**src/design/csl_pkg.sv**
```systemverilog
// Package for the Cohen-Sutherland line clipper: coordinate width, outcode bits,
// register indexes, payload and control structs, helper functions. No dependencies.
package csl_pkg;

  localparam int CoordBits  = 10;
  localparam int CfgIdxBits = 8;
  localparam int MaxPasses  = 16;
  localparam int PassBits   = $clog2(MaxPasses + 1);

  localparam logic [3:0] OcLeft   = 4'd1;
  localparam logic [3:0] OcRight  = 4'd2;
  localparam logic [3:0] OcBottom = 4'd4;
  localparam logic [3:0] OcTop    = 4'd8;

  localparam logic [CfgIdxBits-1:0] CfgXMin = CfgIdxBits'(0);
  localparam logic [CfgIdxBits-1:0] CfgXMax = CfgIdxBits'(1);
  localparam logic [CfgIdxBits-1:0] CfgYMin = CfgIdxBits'(2);
  localparam logic [CfgIdxBits-1:0] CfgYMax = CfgIdxBits'(3);

  localparam logic [CoordBits-1:0] RstXMin = CoordBits'(200);
  localparam logic [CoordBits-1:0] RstXMax = CoordBits'(400);
  localparam logic [CoordBits-1:0] RstYMin = CoordBits'(200);
  localparam logic [CoordBits-1:0] RstYMax = CoordBits'(400);

  typedef logic [CoordBits-1:0] coord_t;

  typedef struct packed {
    coord_t start_x;
    coord_t start_y;
    coord_t end_x;
    coord_t end_y;
  } csl_in_t;

  typedef struct packed {
    logic   accepted;
    coord_t clip_start_x;
    coord_t clip_start_y;
    coord_t clip_end_x;
    coord_t clip_end_y;
  } csl_out_t;

  typedef struct packed {
    coord_t x_min;
    coord_t x_max;
    coord_t y_min;
    coord_t y_max;
  } csl_win_t;

  typedef struct packed {
    logic load;
    logic setup;
    logic mul;
    logic div_start;
    logic update;
    logic finish;
    logic accept;
  } csl_cmd_t;

  typedef struct packed {
    logic c1_zero;
    logic c2_zero;
    logic share;
    logic div_busy;
    logic out_free;
  } csl_sts_t;

  function automatic logic [3:0] outcode(coord_t x, coord_t y, csl_win_t w);
    logic [3:0] c;
    c = 4'd0;
    if (x < w.x_min) c = c | OcLeft;
    if (x > w.x_max) c = c | OcRight;
    if (y > w.y_max) c = c | OcTop;
    if (y < w.y_min) c = c | OcBottom;
    return c;
  endfunction

  function automatic coord_t mag(logic [CoordBits:0] v);
    logic [CoordBits:0] n;
    n = -v;
    return v[CoordBits] ? n[CoordBits-1:0] : v[CoordBits-1:0];
  endfunction

endpackage

```
**src/design/csl_div.sv**
```systemverilog
// Restoring divider for the line clipper, one quotient bit per cycle.
// Depends on csl_pkg for the coordinate width.
module csl_div (
  input  logic                                clk_i,
  input  logic                                rst_ni,
  input  logic                                start_i,
  input  logic [2*csl_pkg::CoordBits-1:0]     num_i,
  input  logic [csl_pkg::CoordBits-1:0]       den_i,
  output logic                                busy_o,
  output logic [csl_pkg::CoordBits-1:0]       quo_o
);
  import csl_pkg::*;

  localparam int CntBits = $clog2(CoordBits + 1);

  logic                 busy_q;
  logic [CntBits-1:0]   cnt_q;
  coord_t               rem_q, lo_q, den_q;
  logic [CoordBits:0]   part, trial;

  // numerator high half is below the divisor, so the quotient fits in CoordBits
  assign part  = {rem_q, lo_q[CoordBits-1]};
  assign trial = part - {1'b0, den_q};

  always_ff @(posedge clk_i or negedge rst_ni) begin
    if (!rst_ni) begin
      busy_q <= 1'b0;
      cnt_q  <= '0;
    end else if (start_i) begin
      busy_q <= 1'b1;
      cnt_q  <= CntBits'(CoordBits);
    end else if (busy_q) begin
      cnt_q <= cnt_q - 1'b1;
      if (cnt_q == CntBits'(1)) busy_q <= 1'b0;
    end
  end

  always_ff @(posedge clk_i) begin
    if (start_i) begin
      rem_q <= num_i[2*CoordBits-1:CoordBits];
      lo_q  <= num_i[CoordBits-1:0];
      den_q <= den_i;
    end else if (busy_q) begin
      if (!trial[CoordBits]) begin
        rem_q <= trial[CoordBits-1:0];
        lo_q  <= {lo_q[CoordBits-2:0], 1'b1};
      end else begin
        rem_q <= part[CoordBits-1:0];
        lo_q  <= {lo_q[CoordBits-2:0], 1'b0};
      end
    end
  end

  assign busy_o = busy_q;
  assign quo_o  = lo_q;

endmodule

```
**src/design/csl_datapath.sv**
```systemverilog
// Clipper datapath: endpoint registers, outcodes, edge operand setup, multiplier,
// shared divider, endpoint update and output register. Depends on csl_pkg, csl_div.
module csl_datapath (
  input  logic               clk_i,
  input  logic               rst_ni,
  input  csl_pkg::csl_in_t   in_data_i,
  input  csl_pkg::csl_win_t  win_i,
  input  csl_pkg::csl_cmd_t  cmd_i,
  output csl_pkg::csl_sts_t  sts_o,
  output logic               out_valid_o,
  input  logic               out_stall_i,
  output csl_pkg::csl_out_t  out_data_o
);
  import csl_pkg::*;

  coord_t x1_q, y1_q, x2_q, y2_q;
  logic [3:0] c1, c2, co;
  logic [CoordBits:0] diff_x, diff_y, a_s, b_s, d_s;
  coord_t e_s, fix_s;
  logic   calc_x_s;

  coord_t amag_q, bmag_q, dmag_q, e_q, fix_q;
  logic   neg_q, dzero_q, calc_x_q, sel1_q;
  logic [2*CoordBits-1:0] prod_q;
  coord_t quo;
  logic [CoordBits+1:0] sum;
  coord_t val;

  logic     out_valid_q;
  csl_out_t out_q;

  assign c1 = outcode(x1_q, y1_q, win_i);
  assign c2 = outcode(x2_q, y2_q, win_i);
  assign co = (c1 != 4'd0) ? c1 : c2;

  assign diff_x = {1'b0, x1_q} - {1'b0, x2_q};
  assign diff_y = {1'b0, y1_q} - {1'b0, y2_q};

  always_comb begin
    a_s      = diff_y;
    d_s      = diff_x;
    e_s      = y2_q;
    calc_x_s = 1'b0;
    if ((co & OcTop) != 4'd0) begin
      a_s      = diff_x;
      b_s      = {1'b0, win_i.y_max} - {1'b0, y2_q};
      d_s      = diff_y;
      e_s      = x2_q;
      fix_s    = win_i.y_max;
      calc_x_s = 1'b1;
    end else if ((co & OcBottom) != 4'd0) begin
      a_s      = diff_x;
      b_s      = {1'b0, win_i.y_min} - {1'b0, y2_q};
      d_s      = diff_y;
      e_s      = x2_q;
      fix_s    = win_i.y_min;
      calc_x_s = 1'b1;
    end else if ((co & OcRight) != 4'd0) begin
      b_s   = {1'b0, win_i.x_max} - {1'b0, x2_q};
      fix_s = win_i.x_max;
    end else begin
      b_s   = {1'b0, win_i.x_min} - {1'b0, x2_q};
      fix_s = win_i.x_min;
    end
  end

  always_ff @(posedge clk_i) begin
    if (cmd_i.setup) begin
      amag_q   <= mag(a_s);
      bmag_q   <= mag(b_s);
      dmag_q   <= mag(d_s);
      neg_q    <= a_s[CoordBits] ^ b_s[CoordBits] ^ d_s[CoordBits];
      dzero_q  <= (d_s == '0);
      e_q      <= e_s;
      fix_q    <= fix_s;
      calc_x_q <= calc_x_s;
      sel1_q   <= (c1 != 4'd0);
    end
    if (cmd_i.mul) prod_q <= amag_q * bmag_q;
  end

  csl_div u_div (
    .clk_i   (clk_i),
    .rst_ni  (rst_ni),
    .start_i (cmd_i.div_start),
    .num_i   (prod_q),
    .den_i   (dmag_q),
    .busy_o  (sts_o.div_busy),
    .quo_o   (quo)
  );

  assign sum = neg_q ? ({2'b00, e_q} - {2'b00, quo}) : ({2'b00, e_q} + {2'b00, quo});
  assign val = dzero_q ? e_q : sum[CoordBits-1:0];

  always_ff @(posedge clk_i) begin
    if (cmd_i.load) begin
      x1_q <= in_data_i.start_x;
      y1_q <= in_data_i.start_y;
      x2_q <= in_data_i.end_x;
      y2_q <= in_data_i.end_y;
    end else if (cmd_i.update) begin
      if (sel1_q) begin
        x1_q <= calc_x_q ? val : fix_q;
        y1_q <= calc_x_q ? fix_q : val;
      end else begin
        x2_q <= calc_x_q ? val : fix_q;
        y2_q <= calc_x_q ? fix_q : val;
      end
    end
  end

  always_ff @(posedge clk_i or negedge rst_ni) begin
    if (!rst_ni) begin
      out_valid_q <= 1'b0;
    end else if (cmd_i.finish) begin
      out_valid_q <= 1'b1;
    end else if (!out_stall_i) begin
      out_valid_q <= 1'b0;
    end
  end

  always_ff @(posedge clk_i) begin
    if (cmd_i.finish) begin
      out_q.accepted     <= cmd_i.accept;
      out_q.clip_start_x <= cmd_i.accept ? x1_q : '0;
      out_q.clip_start_y <= cmd_i.accept ? y1_q : '0;
      out_q.clip_end_x   <= cmd_i.accept ? x2_q : '0;
      out_q.clip_end_y   <= cmd_i.accept ? y2_q : '0;
    end
  end

  assign sts_o.c1_zero  = (c1 == 4'd0);
  assign sts_o.c2_zero  = (c2 == 4'd0);
  assign sts_o.share    = ((c1 & c2) != 4'd0);
  assign sts_o.out_free = !out_valid_q || !out_stall_i;

  assign out_valid_o = out_valid_q;
  assign out_data_o  = out_q;

endmodule

```
**src/design/csl_ctrl.sv**
```systemverilog
// Clipper controller: sequences outcode test, edge setup, multiply, divide and
// endpoint update per pass, then hands the result over. Depends on csl_pkg.
module csl_ctrl (
  input  logic               clk_i,
  input  logic               rst_ni,
  input  logic               in_valid_i,
  output logic               in_stall_o,
  input  csl_pkg::csl_sts_t  sts_i,
  output csl_pkg::csl_cmd_t  cmd_o
);
  import csl_pkg::*;

  localparam logic [2:0] SIdle   = 3'd0;
  localparam logic [2:0] STest   = 3'd1;
  localparam logic [2:0] SMul    = 3'd2;
  localparam logic [2:0] SDStart = 3'd3;
  localparam logic [2:0] SDiv    = 3'd4;
  localparam logic [2:0] SUpd    = 3'd5;
  localparam logic [2:0] SDone   = 3'd6;

  logic [2:0]          state_q, state_d;
  logic [PassBits-1:0] pass_q, pass_d;
  logic                acc_q, acc_d;

  assign in_stall_o = (state_q != SIdle);

  always_comb begin
    state_d = state_q;
    pass_d  = pass_q;
    acc_d   = acc_q;
    cmd_o   = '0;
    cmd_o.accept = acc_q;
    unique case (state_q)
      SIdle: begin
        if (in_valid_i) begin
          cmd_o.load = 1'b1;
          pass_d     = '0;
          state_d    = STest;
        end
      end
      STest: begin
        if (sts_i.c1_zero && sts_i.c2_zero) begin
          acc_d   = 1'b1;
          state_d = SDone;
        end else if (sts_i.share || pass_q == PassBits'(MaxPasses)) begin
          acc_d   = 1'b0;
          state_d = SDone;
        end else begin
          cmd_o.setup = 1'b1;
          pass_d      = pass_q + 1'b1;
          state_d     = SMul;
        end
      end
      SMul: begin
        cmd_o.mul = 1'b1;
        state_d   = SDStart;
      end
      SDStart: begin
        cmd_o.div_start = 1'b1;
        state_d         = SDiv;
      end
      SDiv: begin
        if (!sts_i.div_busy) state_d = SUpd;
      end
      SUpd: begin
        cmd_o.update = 1'b1;
        state_d      = STest;
      end
      SDone: begin
        if (sts_i.out_free) begin
          cmd_o.finish = 1'b1;
          state_d      = SIdle;
        end
      end
      default: state_d = SIdle;
    endcase
  end

  always_ff @(posedge clk_i or negedge rst_ni) begin
    if (!rst_ni) begin
      state_q <= SIdle;
      pass_q  <= '0;
      acc_q   <= 1'b0;
    end else begin
      state_q <= state_d;
      pass_q  <= pass_d;
      acc_q   <= acc_d;
    end
  end

endmodule

```
**src/design/cohen_sutherland_line_clipper_core.sv**
```systemverilog
// Cohen-Sutherland line clipper top level: window registers, controller, datapath.
// Depends on csl_pkg, csl_ctrl, csl_datapath, csl_div.
//
// Clips one segment per word against the window held in four registers
// (index 0 x_min, 1 x_max, 2 y_min, 3 y_max; other indexes are ignored).
// Each edge move steps through operand setup, multiply, divider start, the
// restoring divide that yields one quotient bit per cycle, and endpoint
// update; a segment needs at most four moves with a proper window and at
// most sixteen otherwise. A new segment is taken once the previous one
// has moved into the output register. A rejected segment reports zero
// coordinates. Window writes are taken every cycle and must only happen
// while the block is idle.
module cohen_sutherland_line_clipper_core (
  input  logic                                clk_i,
  input  logic                                rst_ni,
  input  logic                                in_valid_i,
  output logic                                in_stall_o,
  input  csl_pkg::csl_in_t                    in_data_i,
  output logic                                out_valid_o,
  input  logic                                out_stall_i,
  output csl_pkg::csl_out_t                   out_data_o,
  input  logic                                cfg_valid_i,
  output logic                                cfg_ready_o,
  input  logic [csl_pkg::CfgIdxBits-1:0]      cfg_index_i,
  input  logic [csl_pkg::CoordBits-1:0]       cfg_data_i
);
  import csl_pkg::*;

  csl_win_t win_q;
  csl_cmd_t cmd;
  csl_sts_t sts;

  assign cfg_ready_o = 1'b1;

  always_ff @(posedge clk_i or negedge rst_ni) begin
    if (!rst_ni) begin
      win_q.x_min <= RstXMin;
      win_q.x_max <= RstXMax;
      win_q.y_min <= RstYMin;
      win_q.y_max <= RstYMax;
    end else if (cfg_valid_i) begin
      unique case (cfg_index_i)
        CfgXMin: win_q.x_min <= cfg_data_i;
        CfgXMax: win_q.x_max <= cfg_data_i;
        CfgYMin: win_q.y_min <= cfg_data_i;
        CfgYMax: win_q.y_max <= cfg_data_i;
        default: ;
      endcase
    end
  end

  csl_ctrl u_ctrl (
    .clk_i      (clk_i),
    .rst_ni     (rst_ni),
    .in_valid_i (in_valid_i),
    .in_stall_o (in_stall_o),
    .sts_i      (sts),
    .cmd_o      (cmd)
  );

  csl_datapath u_dp (
    .clk_i       (clk_i),
    .rst_ni      (rst_ni),
    .in_data_i   (in_data_i),
    .win_i       (win_q),
    .cmd_i       (cmd),
    .sts_o       (sts),
    .out_valid_o (out_valid_o),
    .out_stall_i (out_stall_i),
    .out_data_o  (out_data_o)
  );

endmodule
```
**config.mk**
```make
export PLATFORM = sky130hd
export DESIGN_NAME = cohen_sutherland_line_clipper_core
export DESIGN_NICKNAME = d
export VERILOG_FILES = /design/src/design/csl_pkg.sv /design/src/design/csl_div.sv /design/src/design/csl_datapath.sv /design/src/design/csl_ctrl.sv /design/src/design/cohen_sutherland_line_clipper_core.sv
export SDC_FILE = /design/constraint.sdc
export NUM_CORES = 1
export LEC_CHECK = 0
export BUFFER_PORTS_ARGS = -buffer_cell sky130_fd_sc_hd__buf_4
export CAP_MARGIN = 15
export CORE_ASPECT_RATIO = 1.1
export CORE_MARGIN = 2
export CORE_UTILIZATION = 30
export CTS_CLUSTER_DIAMETER = 30
export DETAILED_ROUTE_END_ITERATION = 12
export HOLD_SLACK_MARGIN = 0.02
export PLACE_DENSITY = 0.48
export SLEW_MARGIN = 20
export SYNTH_ARGS = -nofsm -noshare
export SYNTH_HDL_FRONTEND = slang
export SYNTH_SLANG_ARGS = --single-unit
```
**constraint.sdc**
```tcl
create_clock -name clk_i -period 6.25 [get_ports clk_i]
set_clock_uncertainty 0.15 [all_clocks]
set_input_delay 0.625 -clock clk_i [delete_from_list [all_inputs] [get_ports clk_i]]
set_output_delay 0.625 -clock clk_i [all_outputs]
set_load 0.01 [all_outputs]
```
== Word level (Yosys, flattened, before mapping) ==
Cells that the tools add are included.
Word-level totals
  flip-flop bits (word level): 240
  input port bits: 63
  output and inout port bits: 44
  logic and storage cells: 179
Operators by class
  add/sub/neg operators: 14
  $mul: 1
  order comparisons: 8
  equality and inequality tests: 18
  multiplexer cells: 76
  bitwise operators: 3
  reduce and logical (&&, ||, !) cells: 27
Operator list (count)
  $mux W10: 29
  $mux W11: 7
  $sub A10 B10 Y11: 6
  $gt A10 B10 Y1: 4
  $lt A10 B10 Y1: 4
  $neg A10 Y10: 3
  $mux W1: 21
  $mux W3: 7
  $pmux W3 S7: 1
  $mul A10 B10 Y20: 1
  $mux W4: 5
  $eq A8 B2 Y1 const B: 2
  $mux W5: 3
  $reduce_and A2 Y1: 7
  $ne A2 B2 Y1 const B: 6
  $logic_not A11 Y1: 1
  $sub A11 B10 Y11: 1
  $add A10 B10 Y10: 1
  $pmux W5 S2: 1
  $reduce_bool A2 Y1: 5
  $sub A10 B10 Y10: 1
  $eq A3 B3 Y1 const B: 3
  $eq A8 B1 Y1 const B: 1
  $logic_not A4 Y1: 2
  other kinds (19): 25

== Longest topological paths before layout ==
  word-level depth: 12
  mapped depth: 21
  gate-level depth less buffers: 20

== By module ==
From an unflattened synthesis, not the netlist that was laid out.
Second synthesis, totals
  cell total of the unflattened synthesis: 1795
  area total of the unflattened synthesis: 18549.0 um^2
By module, submodules not included
  csl_datapath: times used 1, cells an instance 1467, area each 14371.3 um^2, seq. area each 4679.5 um^2
  csl_div: times used 1, cells an instance 178, area each 2026.9 um^2, seq. area each 1026.0 um^2
  cohen_sutherland_line_clipper_core: times used 1, cells an instance 91, area each 1570.3 um^2, seq. area each 1016.0 um^2
  csl_ctrl: times used 1, cells an instance 59, area each 580.6 um^2, seq. area each 225.2 um^2

== Worst setup path after synthesis ==
OpenSTA, ideal clock, no wires.
  path type: register to register
  start: reg u_dp.bmag_q[1]
  end: reg u_dp.prod_q[18], data pin
  library setup time: 258 ps
  arrival time: 5224 ps
  data required time: 5842 ps
  path slack: 618 ps
  stages on the path, launching flop included: 21
  buffers on the path: 1
  period minus slack after synthesis: 5632 ps
  path through: edfxtp_1 clkbuf_1 nand2_1 fa_1 inv_1 fa_1 inv_1 fa_1 inv_1 fa_1 inv_1 fa_1 inv_1 ha_1 nor2b_1 o21a_1 o31a_1 o41ai_1 o211ai_1 a21oi_1 xnor2_1
Between the ends
  cells in the longest elaborated chain, start to end: 1
RTL lines
  start, declared: line csl_datapath.sv:22  | coord_t amag_q, bmag_q, dmag_q, e_q, fix_q;
  start signal, assigned: line csl_datapath.sv:70  | bmag_q <= mag(b_s);
  $mul A10 B10 Y20: line csl_datapath.sv:79  | if (cmd_i.mul) prod_q <= amag_q * bmag_q;
  end signal, assigned: line csl_datapath.sv:79
  end, declared: line csl_datapath.sv:24  | logic [2*CoordBits-1:0] prod_q;
No other way between the ends.
A chain may end at the register's enable or synchronous reset.

== Worst setup path in the final report ==
  start: reg u_dp.amag_q[7]
  end: reg u_dp.prod_q[18], data pin
Between the ends
  cells in the longest elaborated chain, start to end: 1
RTL lines
  start, declared: line csl_datapath.sv:22
  start signal, assigned: line csl_datapath.sv:69  | amag_q <= mag(a_s);
  $mul A10 B10 Y20: line csl_datapath.sv:79
No other way between the ends.

==> impl_metrics.csv <==
group,metric,value,unit
run_status,run_status,"complete, no violations",
logic_synthesis,syn_area_per_cell,9.96,sq um
sta,rsz0062_at_grt,"no",
place,buffer_ports.inserted,105,
logic_synthesis,synth_fp_nets,2143,
layout,finish.instance_area,0.0219,sq mm
clock_network,clk_path_buf_depth,3,
power_and_ir_drop,combinationalPowerShare,49.8,%
detailed_routing,drt_first_pass_iters,5,
logic_synthesis,synth_flop_cell,"sky130_fd_sc_hd__edfxtp_1",
place,place_hpwl,42100,um
layout,insertedDiodeCount,0,
clock_network,cts_tree,"done",
logic_synthesis,netlist.area_leader.share,30.5,%
critical_path,crit_arrival,5.87,ns
power_and_ir_drop,pwr-share-clk,26.0,%
logic_synthesis,synth_top_area_cell,"sky130_fd_sc_hd__edfxtp_1",
clock_network,cts_buffers,59,
logic_synthesis,yosys_register_bits,240,
logic_synthesis,synthMostInstantiatedCell,"sky130_fd_sc_hd__nand2_1",
detailed_routing,ant_nets,0,
sta,period_minus_slack,5.69,ns
clock_network,cts_repair_resize_count,0,
power_and_ir_drop,seq_power_share,24.2,%
grt,overflow,0,
place,placed_cells,2662,
clock_network,worst_skew_pair.late_latency,0.62,ns
logic_synthesis,synth_edf_count,185,
logic_synthesis,netlist-cell-type-count,77,
critical_path,timing.critical_path.to_type,"flip-flop",
sta,clock.fmax,176,MHz
power_and_ir_drop,power-per-cell-area,531,mW/mm^2
floorplan,die_y,262,um
layout,drive_above_1_share,14.4,%
clock_network,cts.htree.levels,2,
power_and_ir_drop,internal_power,6.82,mW
floorplan,design.die.area,0.0627,sq mm
detailed_routing,drcViolationCount,0,
power_and_ir_drop,power.switching,4.80,mW
layout,final_util,36.5,%
sta,final-hold-violation-count,0,
critical_path,timing.critical_path.fanout_max,10,
sta,timing.setup.tns,0,ns
clock_network,cts_root_buf,"sky130_fd_sc_hd__clkbuf_16",
sta,min_period_over_period,91.1,%
detailed_routing,initial_detailed_routing_violation_count,839,
power_and_ir_drop,total_leakage_power,9.58,nW
floorplan,floorplan.rows,94,
detailed_routing,route.detailed.vias_per_inst,4.91,
critical_path,worst_setup_path_start_kind,"flip-flop",
place,finalWeightedCongestion,0.865,
layout,area.growth.synth_to_final,20.2,%
sta,slew-limit-headroom,35.0,%
flow_run,timing.max_cap.violations,0,
logic_synthesis,synthesized_instance_count,1830,
detailed_routing,routed_wire_length_per_instance,19.2,um
floorplan,placeableCoreArea,0.0600,sq mm
clock_network,clkSlewWorstSetupHoldPaths,0.05,ns
clock_network,clkSinkCount,240,
floorplan,die_width,239,um
floorplan,initial_utilization,30.4,%
grt,grt_antenna_before_repair,0,
grt,grtUsageTotal,17.1,%
layout,nets,2269,
power_and_ir_drop,vdd_ir_drop_max,0.261,mV
hold_path,hold_path.class,"in2reg",
grt,first_global_vias,14100,
logic_synthesis,yosysWarnings,0,
critical_path,timing_worst_setup_path_type,"reg2reg",
logic_synthesis,async_flop_share,22.9,%
sta,worst_slew_pin_slew,0.975,ns
sta,report.final.setup_viol,0,
logic_synthesis,leading_post_synthesis_cells_by_instance_count,"214 x sky130_fd_sc_hd__nand2_1, 203 x sky130_fd_sc_hd__inv_1, 185 x sky130_fd_sc_hd__edfxtp_1",
critical_path,timing.critical_path.required,6.43,ns
power_and_ir_drop,switching_fraction_of_total_power,41.3,%
detailed_routing,routed_wirelength,53400,um
layout,fillCellCount,6092,
layout,final-instance-count-excl-fill,2774,
logic_synthesis,ranking_of_synthesized_cells_by_area,"sky130_fd_sc_hd__edfxtp_1 30%, sky130_fd_sc_hd__ha_1 12%, sky130_fd_sc_hd__fa_1 7.7%, sky130_fd_sc_hd__dfrtp_1 5.9%, sky130_fd_sc_hd__nand2_1 4.4%",
detailed_routing,via_count,13600,
logic_synthesis,syn_area,0.0182,sq mm
grt,grt_pass1_wl,81800,um
grt,grt_start_max_net_pins,56,
logic_synthesis,ys_seq_area_share,38.1,%
place,placed_cell_area,0.0199,sq mm
sta,report.final.slew_viol_count,0,
floorplan,ioPinCount,107,
cell type report:
class,count,area [sq um],area share [%]
clock inverters,50,510,2.33
well taps,768,961,4.39
repair buffers,122,918,4.19
inverters,205,769,3.51
multi-input cells,1328,10300,47.1
clock buffers,61,1480,6.78
flip-flops and latches,240,6950,31.7
routing by layer:
layer / track usage [%] / vias up / share of wire, %
li1: - / 6644 / -
met1: 21.5 / 6607 / 44
met2: 29.2 / 257 / 49
met3: 2.49 / 100 / 3.5
met4: 7.03 / 0 / 4.0
met5: 0 / - / 0
what timing repair did:
item                                   CTS  global route
endpoints found under the hold margin   43             0
buffers inserted                         0             0
hold buffers                             1             0
power groups by stage:
| stage | clock [mW] | sequential (mW) | combinational [mW] |
|---|---|---|---|
| after detailed placement | 0 | 2.84 | 5.83 |
| after CTS | 3.07 | 2.82 | 5.87 |
| after global placement | 0 | 2.84 | 5.75 |
| after floorplan | 0 | 2.65 | 4.25 |
| after global routing | 3.15 | 2.85 | 6.53 |
| final | 3.02 | 2.81 | 5.79 |
final timing paths:
check / start / endpoint / slack [ns] / depth (start not counted)
max: u_dp.amag_q[7] / u_dp.prod_q[18] / 0.56 / 20
min: cfg_data_i[6] / win_q[36] / 0.1 / 3
max reg2reg: u_dp.amag_q[7] / u_dp.prod_q[18] / 0.56 / 20
min reg2reg: u_dp.dmag_q[8] / u_dp.u_div.den_q[8] / 0.27 / 0
max in group asynchronous: rst_ni / win_q[39] / 4.87 / 2
min in group asynchronous: rst_ni / u_ctrl.pass_q[3] / 0.49 / 2
logic make-up after synthesis:
group / after synthesis / share of synthesized area, %
other cells: 1 / 0.0206
flops: 240 / 38.1
xor+xnor: 101 / 4.85
fa+ha+maj: 250 / 20.0
buf+inv: 262 / 5.53
mux: 70 / 4.15
simple gates: 527 / 13.9
compound gates: 379 / 13.4
flip-flops by register name, summed over array words and instances, names as in the netlist, 3 cells and up:
name	cells
u_dp.amag_q	10
u_dp.e_q	10
u_dp.y1_q	10
u_dp.prod_q	20
u_dp.u_div.cnt_q	4
u_dp.dmag_q	10
u_dp.x1_q	10
u_ctrl.pass_q	5
u_dp.y2_q	10
u_dp.bmag_q	10
u_dp.u_div.quo_o	10
u_dp.out_data_o	41
u_dp.fix_q	10
u_dp.x2_q	10
u_dp.u_div.rem_q	10
u_dp.u_div.den_q	10
u_ctrl.state_q	3
win_q	40
metrics by stage:
stage	hold WS (ns)	setup slack (ns)	total power, mW
detailed placement	0.255	0.536	8.67
floorplan	0.179	0.618	6.90
CTS	0.0693	0.534	11.8
global route	0.0876	0.163	12.5
global placement	0.259	0.554	8.59
finish	0.0962	0.559	11.6
cell usage in the layout, fill, tap and decap left out, types with 9 or more instances in the layout:
cell type	Yosys	layout
sky130_fd_sc_hd__clkinv_1	1	13
sky130_fd_sc_hd__nor2_1	82	82
sky130_fd_sc_hd__nand3_1	22	22
sky130_fd_sc_hd__mux2_2	36	36
sky130_fd_sc_hd__ha_1	180	180
sky130_fd_sc_hd__o31a_1	13	13
sky130_fd_sc_hd__a21boi_0	10	10
sky130_fd_sc_hd__and3_1	12	12
sky130_fd_sc_hd__edfxtp_1	185	185
sky130_fd_sc_hd__and2_1	114	113
sky130_fd_sc_hd__a222oi_1	13	13
sky130_fd_sc_hd__mux2i_1	32	32
sky130_fd_sc_hd__nand2_1	214	214
sky130_fd_sc_hd__inv_1	203	202
sky130_fd_sc_hd__a21oi_1	101	98
sky130_fd_sc_hd__o21ai_0	103	103
sky130_fd_sc_hd__dfrtp_1	43	43
sky130_fd_sc_hd__a21o_1	36	36
sky130_fd_sc_hd__clkbuf_16	0	59
sky130_fd_sc_hd__o21bai_1	11	11
sky130_fd_sc_hd__o211ai_1	9	9
sky130_fd_sc_hd__nor2b_1	19	19
sky130_fd_sc_hd__a31oi_1	9	9
sky130_fd_sc_hd__clkinv_2	0	9
sky130_fd_sc_hd__o21a_1	25	25
sky130_fd_sc_hd__fa_1	70	70
sky130_fd_sc_hd__buf_4	1	121
sky130_fd_sc_hd__dfstp_2	12	12
sky130_fd_sc_hd__xor2_1	26	26
sky130_fd_sc_hd__nor3_1	20	20
sky130_fd_sc_hd__clkinvlp_4	0	12
sky130_fd_sc_hd__xnor2_1	75	75
sky130_fd_sc_hd__nand2b_1	10	9
worst max-delay path: stages (launching register included):
cell	delay, ns
sky130_fd_sc_hd__edfxtp_1	0.53
sky130_fd_sc_hd__nand2_1	0.13
sky130_fd_sc_hd__fa_1	0.55
sky130_fd_sc_hd__inv_1	0.05
sky130_fd_sc_hd__fa_1	0.52
sky130_fd_sc_hd__inv_1	0.06
sky130_fd_sc_hd__fa_1	0.53
sky130_fd_sc_hd__inv_1	0.05
sky130_fd_sc_hd__fa_1	0.52
sky130_fd_sc_hd__inv_1	0.05
sky130_fd_sc_hd__fa_1	0.53
sky130_fd_sc_hd__inv_1	0.04
sky130_fd_sc_hd__ha_1	0.33
sky130_fd_sc_hd__nor2b_1	0.15
sky130_fd_sc_hd__o21a_1	0.19
sky130_fd_sc_hd__o31a_1	0.26
sky130_fd_sc_hd__o41ai_1	0.25
sky130_fd_sc_hd__buf_4	0.19
sky130_fd_sc_hd__o211ai_1	0.09
sky130_fd_sc_hd__a21oi_1	0.19
sky130_fd_sc_hd__xnor2_1	0.08
No activity file was read; power rests on OpenSTA's default activity.
